==> config.mk <==
export PLATFORM = sky130hd
export DESIGN_NAME = integer_to_ascii_formatter_top
export DESIGN_NICKNAME = d
export VERILOG_FILES = /design/src/hw/rtl/itoa_pkg.sv /design/src/hw/rtl/integer_to_ascii_formatter_top.sv
export VERILOG_INCLUDE_DIRS = /design/src /design/src/hw/rtl
export SDC_FILE = /design/constraint.sdc
export NUM_CORES = 1
export LEC_CHECK = 0
export BUFFER_PORTS_ARGS = -buffer_cell sky130_fd_sc_hd__buf_4
export CAP_MARGIN = 20
export CORE_MARGIN = 2
export CORE_UTILIZATION = 55
export CTS_BUF_LIST = sky130_fd_sc_hd__clkbuf_8
export CTS_CLUSTER_DIAMETER = 30
export CTS_CLUSTER_SIZE = 14
export DETAILED_ROUTE_END_ITERATION = 12
export PLACE_DENSITY = 0.78
export SLEW_MARGIN = 40
export SYNTH_ARGS = -nofsm -noshare
export SYNTH_HDL_FRONTEND = slang
export SYNTH_SLANG_ARGS = --single-unit
==> constraint.sdc <==
create_clock -name clk_i -period 2.5 [get_ports clk_i]
set_clock_uncertainty 0.2 [all_clocks]
set_input_delay 0.25 -clock clk_i [delete_from_list [all_inputs] [get_ports clk_i]]
set_output_delay 0.25 -clock clk_i [all_outputs]
set_load 0.01 [all_outputs]
==> src/hw/rtl/integer_to_ascii_formatter_top_assert.svh <==
// Assertion macros for the integer to ASCII formatter.
`ifndef INTEGER_TO_ASCII_FORMATTER_TOP_ASSERT_SVH
`define INTEGER_TO_ASCII_FORMATTER_TOP_ASSERT_SVH

// Consequent must hold in the same cycle as the antecedent.
`define ITOA_ASSERT_SAME(lbl, ante, cons, msg) \
  lbl: assert property (@(posedge clk_i) disable iff (!rst_ni) (ante) |-> (cons)) \
    else $error(msg);

// Consequent must hold in the cycle after the antecedent.
`define ITOA_ASSERT_NEXT(lbl, ante, cons, msg) \
  lbl: assert property (@(posedge clk_i) disable iff (!rst_ni) (ante) |=> (cons)) \
    else $error(msg);

`endif

==> src/hw/rtl/itoa_pkg.sv <==
package itoa_pkg;

  localparam int unsigned ValueW = 32;
  localparam int unsigned CmdW   = 3;
  localparam int unsigned CharW  = 8;

  // Ten BCD digits cover the full 32-bit magnitude; eight nibbles cover hex.
  localparam int unsigned DigW     = 40;
  localparam logic [3:0]  NumDecDig = 4'd10;
  localparam logic [3:0]  NumHexDig = 4'd8;

  localparam logic [CmdW-1:0] CMD_CHAR = 3'd0;
  localparam logic [CmdW-1:0] CMD_DEC  = 3'd1;
  localparam logic [CmdW-1:0] CMD_HEX  = 3'd2;
  localparam logic [CmdW-1:0] CMD_PTR  = 3'd3;

  localparam logic [CharW-1:0] CH_ZERO  = 8'h30;
  localparam logic [CharW-1:0] CH_A     = 8'h61;
  localparam logic [CharW-1:0] CH_MINUS = 8'h2d;
  localparam logic [CharW-1:0] CH_X     = 8'h78;
  localparam logic [CharW-1:0] CH_NUL   = 8'h00;

  function automatic logic [CharW-1:0] digit_char(input logic [3:0] nib);
    logic [CharW-1:0] c;
    if (nib <= 4'd9) begin
      c = CH_ZERO + {4'h0, nib};
    end else begin
      c = CH_A + {4'h0, nib} - 8'd10;
    end
    return c;
  endfunction

endpackage

==> src/hw/rtl/integer_to_ascii_formatter_top.sv <==
// Formats one 32-bit value per item as ASCII text, one character per output item,
// with tlast on the final character and tuser high when the command was known.
// Commands on s_axis_tuser: 0 one raw byte, 1 signed decimal, 2 lower-case hex,
// 3 "0x" plus hex; anything else gives a single zero byte with tuser low.
// One item is worked on at a time. A raw byte or unknown command is registered as
// its one output character on accept. Hex accepts the item, skips leading zero
// nibbles one at a time, finds the first digit and sends the text. Decimal runs a
// bit-serial binary to BCD conversion over all 32 bits, then skips leading zero
// digits and sends the text. Text goes out one character a cycle while the
// output is not stalled; a stall holds each character until it is taken.
module integer_to_ascii_formatter_top (
  input  logic                          clk_i,
  input  logic                          rst_ni,
  input  logic                          s_axis_tvalid,
  output logic                          s_axis_tready,
  input  logic [itoa_pkg::ValueW-1:0]   s_axis_tdata,  // [31:0] value
  input  logic [itoa_pkg::CmdW-1:0]     s_axis_tuser,  // [2:0] command
  output logic                          m_axis_tvalid,
  input  logic                          m_axis_tready,
  output logic [itoa_pkg::CharW-1:0]    m_axis_tdata,  // [7:0] out_char
  output logic                          m_axis_tlast,  // last
  output logic                          m_axis_tuser   // [0] chars_used
);
  import itoa_pkg::*;

  typedef enum logic [1:0] {
    S_IDLE,
    S_CONV,
    S_SKIP,
    S_EMIT
  } state_e;

  state_e              state_q;
  logic [DigW-1:0]     dig_q;
  logic [ValueW-1:0]   bin_q;
  logic [4:0]          cnt_q;
  logic [3:0]          ndig_q;
  logic [1:0]          pfx_q;
  logic                dec_q;
  logic                out_valid_q;
  logic [CharW-1:0]    out_char_q;
  logic                out_last_q;
  logic                out_used_q;

  logic                ld;
  logic [DigW-1:0]     adj;
  logic [ValueW-1:0]   neg_val;
  logic [CharW-1:0]    pfx_char;

  assign ld            = !out_valid_q || m_axis_tready;
  assign s_axis_tready = (state_q == S_IDLE) && ld;
  assign neg_val       = {ValueW{1'b0}} - s_axis_tdata;
  assign pfx_char      = dec_q ? CH_MINUS : ((pfx_q == 2'd2) ? CH_ZERO : CH_X);

  // Add three to every BCD digit of five or more before the next shift.
  always_comb begin
    adj = dig_q;
    for (int i = 0; i < DigW / 4; i++) begin
      if (dig_q[4*i +: 4] >= 4'd5) begin
        adj[4*i +: 4] = dig_q[4*i +: 4] + 4'd3;
      end
    end
  end

  always_ff @(posedge clk_i or negedge rst_ni) begin
    if (!rst_ni) begin
      state_q     <= S_IDLE;
      dig_q       <= '0;
      bin_q       <= '0;
      cnt_q       <= '0;
      ndig_q      <= '0;
      pfx_q       <= '0;
      dec_q       <= 1'b0;
      out_valid_q <= 1'b0;
      out_char_q  <= '0;
      out_last_q  <= 1'b0;
      out_used_q  <= 1'b0;
    end else begin
      unique case (state_q)
        S_IDLE: begin
          if (s_axis_tvalid && s_axis_tready) begin
            unique case (s_axis_tuser)
              CMD_CHAR: begin
                out_valid_q <= 1'b1;
                out_char_q  <= s_axis_tdata[CharW-1:0];
                out_last_q  <= 1'b1;
                out_used_q  <= 1'b1;
              end
              CMD_DEC: begin
                out_valid_q <= 1'b0;
                dec_q       <= 1'b1;
                pfx_q       <= {1'b0, s_axis_tdata[ValueW-1]};
                bin_q       <= s_axis_tdata[ValueW-1] ? neg_val : s_axis_tdata;
                dig_q       <= '0;
                cnt_q       <= '1;
                ndig_q      <= NumDecDig;
                state_q     <= S_CONV;
              end
              CMD_HEX, CMD_PTR: begin
                out_valid_q <= 1'b0;
                dec_q       <= 1'b0;
                pfx_q       <= (s_axis_tuser == CMD_PTR) ? 2'd2 : 2'd0;
                dig_q       <= {s_axis_tdata, {(DigW-ValueW){1'b0}}};
                ndig_q      <= NumHexDig;
                state_q     <= S_SKIP;
              end
              default: begin
                out_valid_q <= 1'b1;
                out_char_q  <= CH_NUL;
                out_last_q  <= 1'b1;
                out_used_q  <= 1'b0;
              end
            endcase
          end else if (m_axis_tready) begin
            // Drop the previous item's last character once taken.
            out_valid_q <= 1'b0;
          end
        end
        S_CONV: begin
          dig_q <= {adj[DigW-2:0], bin_q[ValueW-1]};
          bin_q <= {bin_q[ValueW-2:0], 1'b0};
          cnt_q <= cnt_q - 5'd1;
          if (cnt_q == 5'd0) begin
            state_q <= S_SKIP;
          end
        end
        S_SKIP: begin
          // Drop leading zero digits, keeping at least one.
          if (dig_q[DigW-1 -: 4] == 4'd0 && ndig_q > 4'd1) begin
            dig_q  <= {dig_q[DigW-5:0], 4'h0};
            ndig_q <= ndig_q - 4'd1;
          end else begin
            state_q <= S_EMIT;
          end
        end
        S_EMIT: begin
          if (ld) begin
            out_valid_q <= 1'b1;
            out_used_q  <= 1'b1;
            if (pfx_q != 2'd0) begin
              out_char_q <= pfx_char;
              out_last_q <= 1'b0;
              pfx_q      <= pfx_q - 2'd1;
            end else begin
              out_char_q <= digit_char(dig_q[DigW-1 -: 4]);
              out_last_q <= (ndig_q == 4'd1);
              dig_q      <= {dig_q[DigW-5:0], 4'h0};
              ndig_q     <= ndig_q - 4'd1;
              if (ndig_q == 4'd1) begin
                state_q <= S_IDLE;
              end
            end
          end
        end
        default: state_q <= S_IDLE;
      endcase
    end
  end

  assign m_axis_tvalid = out_valid_q;
  assign m_axis_tdata  = out_char_q;
  assign m_axis_tlast  = out_last_q;
  assign m_axis_tuser  = out_used_q;

`include "integer_to_ascii_formatter_top_assert.svh"

  `ITOA_ASSERT_SAME(a_emit_has_digit, state_q == S_EMIT, ndig_q != 4'd0, "digit count ran out")
  `ITOA_ASSERT_NEXT(a_conv_to_skip, state_q == S_CONV && cnt_q == 5'd0, state_q == S_SKIP, "overran")
  `ITOA_ASSERT_SAME(a_bcd_digit, state_q == S_EMIT && dec_q, dig_q[DigW-1 -: 4] <= 4'd9, "bad BCD")
  `ITOA_ASSERT_SAME(a_text_open, m_axis_tvalid && !m_axis_tlast, state_q == S_EMIT, "early end")

endmodule
Word level (Yosys, flattened, before mapping)
Index checks and enable logic that the tools add are counted.
Operators by class
  reductions and logical operators: 24
  add/subtract/negate cells: 17
  equal/unequal tests: 20
  mux-type cells: 65
  order comparisons: 12
Operator list (number)
  two-way mux 40 bit: 4
  case mux 40 bit (4 select lines): 1
  two-way mux 32 bit: 3
  case mux 40 bit (2 select lines): 1
  case mux 32 bit (2 select lines): 1
  two-way mux 4 bit: 13
  >= comparator 4 x 3 -> 1 bit (second input constant): 10
  adder 4 x 2 -> 4 bit (second input constant): 9
  two-way mux 8 bit: 4
  case mux 8 bit (2 select lines): 2
  subtractor 1 x 32 -> 32 bit (first input constant): 1
  two-way mux 2 bit: 10
  inequality test 2 bit (second input constant): 8
  two-way mux 7 bit: 2
  case mux 2 bit (2 select lines): 3
  case mux 4 bit (3 select lines): 1
  two-way mux 5 bit: 2
  case mux 1 bit (2 select lines): 5
  case mux 5 bit (2 select lines): 1
  AND reduction 5 bit: 2
  two-way mux 1 bit: 9
  AND reduction 3 bit: 3
  adder 7 x 4 -> 8 bit (first input constant): 1
  case mux 2 bit (4 select lines): 1
  other kinds (32): 41
Word-level totals
  logic and storage cells: 149
  register bits: 97
  output and inout port bits: 12
  input port bits: 39

Logic depth before layout (Yosys ltp)
  depth in word-level cells: 6
  depth in mapped cells: 9

Worst setup path before layout
Ideal clock, no wire load.
  path kind: register -> register
  start: register out_valid_q (netlist: m_axis_tvalid)
  end: register ndig_q[0]
  buffers on the path: 2
  stages on the path, launching flop included: 8
  arrival time: 2025 ps
  setup slack: 155 ps
  cell sequence: dfrtp_1 nor2b_1 buf_2 or3_1 a221oi_2 buf_2 a21oi_1 a31o_2
Between the ends
  word-level cells in the longest chain between the ends: 6
  elaborated cells between the ends (all ways): 7
  those cells by class: 2 x eq/ne; 5 x reduce/logical
RTL lines
  from (decl): line integer_to_ascii_formatter_top.sv:40  | logic out_valid_q;
  from (signal assigned): line integer_to_ascii_formatter_top.sv:74  | out_valid_q <= 1'b0;
  from (signal assigned): line integer_to_ascii_formatter_top.sv:84  | out_valid_q <= 1'b1;
  from (signal assigned): line integer_to_ascii_formatter_top.sv:90  | out_valid_q <= 1'b0;
  logical NOT 1 bit (*): line integer_to_ascii_formatter_top.sv:50  | assign ld = !out_valid_q || m_axis_tready;
  logical OR 1 bit (*): line integer_to_ascii_formatter_top.sv:50
  logical AND 1 bit: line integer_to_ascii_formatter_top.sv:51  | assign s_axis_tready = (state_q == S_IDLE) && ld;
  logical AND 1 bit: line integer_to_ascii_formatter_top.sv:81  | if (s_axis_tvalid && s_axis_tready) begin
  inequality test 2 x 1 -> 1 bit (no source line)
  AND reduction 6 bit (no source line) (*)
  to (signal assigned): line integer_to_ascii_formatter_top.sv:96  | ndig_q <= NumDecDig;
  to (signal assigned): line integer_to_ascii_formatter_top.sv:104  | ndig_q <= NumHexDig;
  to (signal assigned): line integer_to_ascii_formatter_top.sv:131  | ndig_q <= ndig_q - 4'd1;
  to (decl): line integer_to_ascii_formatter_top.sv:37  | logic [3:0] ndig_q;
Every way passes the cells marked *; elsewhere a longest branch is shown, timed or not.
A chain may end at the register's enable or synchronous reset.

Final worst setup path
  start: register ndig_q[0]
  end: register dig_q[12]
Between the ends
  word-level cells in the longest chain between the ends: 4
RTL lines
  greater-than comparator 4 x 1 -> 1 bit: line integer_to_ascii_formatter_top.sv:129  | if (dig_q[DigW-1 -: 4] == 4'd0 && ndig_q > 4'd1) begin
  logical AND 1 bit: line integer_to_ascii_formatter_top.sv:129
  inequality test 2 bit (no source line)
  AND reduction 5 bit (no source line)
  to (signal assigned): line integer_to_ascii_formatter_top.sv:120  | dig_q <= {adj[DigW-2:0], bin_q[ValueW-1]};
  to (signal assigned): line integer_to_ascii_formatter_top.sv:130  | dig_q <= {dig_q[DigW-5:0], 4'h0};
  to (signal assigned): line integer_to_ascii_formatter_top.sv:147  | dig_q <= {dig_q[DigW-5:0], 4'h0};
  to (decl): line integer_to_ascii_formatter_top.sv:34  | logic [DigW-1:0] dig_q;
Every way passes these cells.

==> impl_metrics.ini <==
[sta]
hold_violations = 1
max-slew-margin-rel_pct = 60.80
finalCriticalPeriod_ns = 2.454
tightest_slew_ns = 0.5873
finalMaxSlewViolations = 0
whs_ns = -0.003665
fin_crit_sh_pct = 98.16
finalSetupViolCount = 0
max_freq_ghz = 0.4075
rsz0062_at_grt = yes

[yosys]
syn_inst = 777
ys_types = 63
syn_avg_cell_area_sq_um = 8.699
synth_nets = 847
synthFlopType = dfrtp_1
ys.warnings.count = 0
seq_area_frac_synth_pct = 35.91
synth_seq_cells = 97
synth-edff-count = 0
ys_async_sr_fraction_pct = 100.0
synth_area_sq_mm = 0.006759

[drt]
met3WireLength_microns = 1473
drc_errors = 0
first_pass_iters = 9
highest_layer = met4
wl_microns = 19990
vias_per_cell = 6.604
vias = 6597
route.layer.met1.wl_microns = 8269
drt_iter0_drc = 696
drtAntennaViolNets = 0
wl_per_cell_microns = 20.01
dr_wl_met2_microns = 9688

[placed_design]
globalplace.congestion = 0.8926
postPlaceCellArea_sq_mm = 0.007571
io_buffers = 50
dp.cells = 970
dp_hpwl_microns = 13870

[setup_path]
ff2ff_path_depth = 9
ff2ff_setup_slack_ns = 0.05
cp-start-kind = flip-flop
worstPathArrival_ns = 2.52
setup.worst_path.end_class = flip-flop
cp_max_fo = 16
cp.required_ns = 2.56
reg2reg_from = ndig_q[0]
crit_type = flip-flop to flip-flop
rr_endpoint = dig_q[12]

[finish]
drive_gt1_share_pct = 16.90
fillers = 982
final_cell_mix = dfrtp_1 (97), buf_4 (93), nand2_1 (71), o21ai_0 (69), a21oi_1 (48)
n_antenna_cell = 0
finalNonFillerCells = 999
final_common_cell = dfrtp_1
final_area_sq_mm = 0.007938
final_util_pct = 66.08
layout.nets = 917
syn_to_final_growth_pct = 17.44

[cts]
cts-buffers-inserted = 9
path_clk_slew_ns = 0.10
root_buffer = clkbuf_8
cts_buffer_depth = 2
cts_tree = yes
clk_latency_ns = 0.39
htreeDepth = 3
cts_sinks = 97

[worst_hold_path]
min_from = s_axis_tdata[25]
holdPathStages = 3
worst_hold_path_type = input pin to flip-flop
hold_path_end = bin_q[25]

[floorplanning]
start_util_pct = 56.27
num_rows = 40
placeableCoreArea_sq_mm = 0.01201
dieArea_sq_mm = 0.01319
io_pins = 51
die_x_microns = 114.9
fp.dieH_microns = 114.9

[status]
violations = hold timing
status = finished with violations

[grt]
antenna_found_initial = 0
grt_overflow_total = 0
grt_max_degree = 62
grt_usage_pct = 31.24
grt_pass1_vias = 6498
grt_first_pass_wirelength_microns = 32430

[pwr]
leakagePower_nw = 3.374
vdd_drop_max_v = 0.001154
p_per_area_mw_per_mm2 = 1194

[flow_run]
cap_violations = 0
[what timing repair did]
item | in CTS | in global routing
hold endpoints to repair | 81 | 0
resized for setup | 0 | 4
hold buffers | 11 | 0
buffers inserted | 0 | 2
endpoints found under the setup margin | 0 | 11
[sequential cells by signal, indices dropped and copies added (netlist names), 2 cells and up]
register,flops
state_q,2
cnt_q,5
ndig_q,4
bin_q,32
m_axis_tdata,8
pfx_q,2
dig_q,40
[cells by family after synthesis]
kind of cell	count (synthesis)	share of synthesized area (%)
xor gates and xnor gates	33	4.276
DFF	97	35.91
AOI/OAI and AO/OA	247	25.49
and+or+nand+nor	249	18.57
adders and majority gates	31	5.739
buffers and inverters	87	5.072
muxes	33	4.943
[final cells by class]
class	count	area, sq um	area share (%)
well taps	147	183.9	2.317
flip-flops and latches	97	2427	30.58
multi-input cells	593	4018	50.61
inverters	35	131.4	1.655
clock buffers	11	151.4	1.907
repair buffers	111	948.4	11.95
clock inverters	5	77.57	0.9773
[through the flow]
step	TNS, ns	total power [mW]	setup slack (ns)
floorplan	0	6.165	0.1547
global placement	-0.05501	7.859	-0.05501
detailed placement	-0.1746	8.088	-0.07615
CTS	0	9.309	0.01842
global route	-0.05186	10.13	-0.02626
finish	0	9.477	0.04589
[report_power, final]
part	total [mW]	switching (mW)	leakage, nW	internal [mW]
logic	5.49	3.23	2.04	2.27
clock network	1.20	0.587	0.121	0.618
registers	2.78	0.572	1.22	2.21
total	9.48	4.38	3.37	5.09
[Yosys cell counts, types with 15 or more instances]
| cell type | n | area, sq um |
|---|---|---|
| a21oi_1 | 48 | 240.2 |
| a222oi_1 | 20 | 200.2 |
| a2bb2oi_1 | 15 | 131.4 |
| clkbuf_1 | 43 | 161.4 |
| dfrtp_1 | 97 | 2427 |
| ha_1 | 31 | 387.9 |
| inv_1 | 34 | 127.6 |
| mux2i_1 | 30 | 300.3 |
| nand2_1 | 71 | 266.5 |
| nand2b_1 | 20 | 125.1 |
| nand3_1 | 29 | 145.1 |
| nor2_1 | 47 | 176.4 |
| o21ai_0 | 69 | 345.3 |
| xnor2_1 | 22 | 192.7 |
[worst max-delay path by stage]
stage | end | from | depth (start not counted) | slack, ns
after global routing | dig_q[8] | ndig_q[0] | 9 | -0.03
after floorplan | ndig_q[0] | m_axis_tvalid | 7 | 0.15
after CTS | bin_q[28] | state_q[1] | 7 | 0.02
after global placement | bin_q[19] | s_axis_tdata[4] | 6 | -0.06
final | dig_q[12] | ndig_q[0] | 9 | 0.05
after detailed placement | bin_q[19] | s_axis_tdata[4] | 6 | -0.08
[critical path, stage by stage (launching register included)]
cell      delay, ns
dfrtp_1        0.39
inv_1          0.08
ha_1           0.25
nor2_1         0.13
o311ai_0       0.14
buf_4          0.18
a221oi_2       0.37
buf_4          0.31
o211ai_1       0.13
a21boi_0       0.15
[per-layer routing]
layer,global-route usage (%),vias up
li1,-,3004
met1,40.02,3225
met2,53.18,322
met3,5.219,46
met4,11.81,0
met5,0,-
No activity file was read; power rests on OpenSTA's default activity.
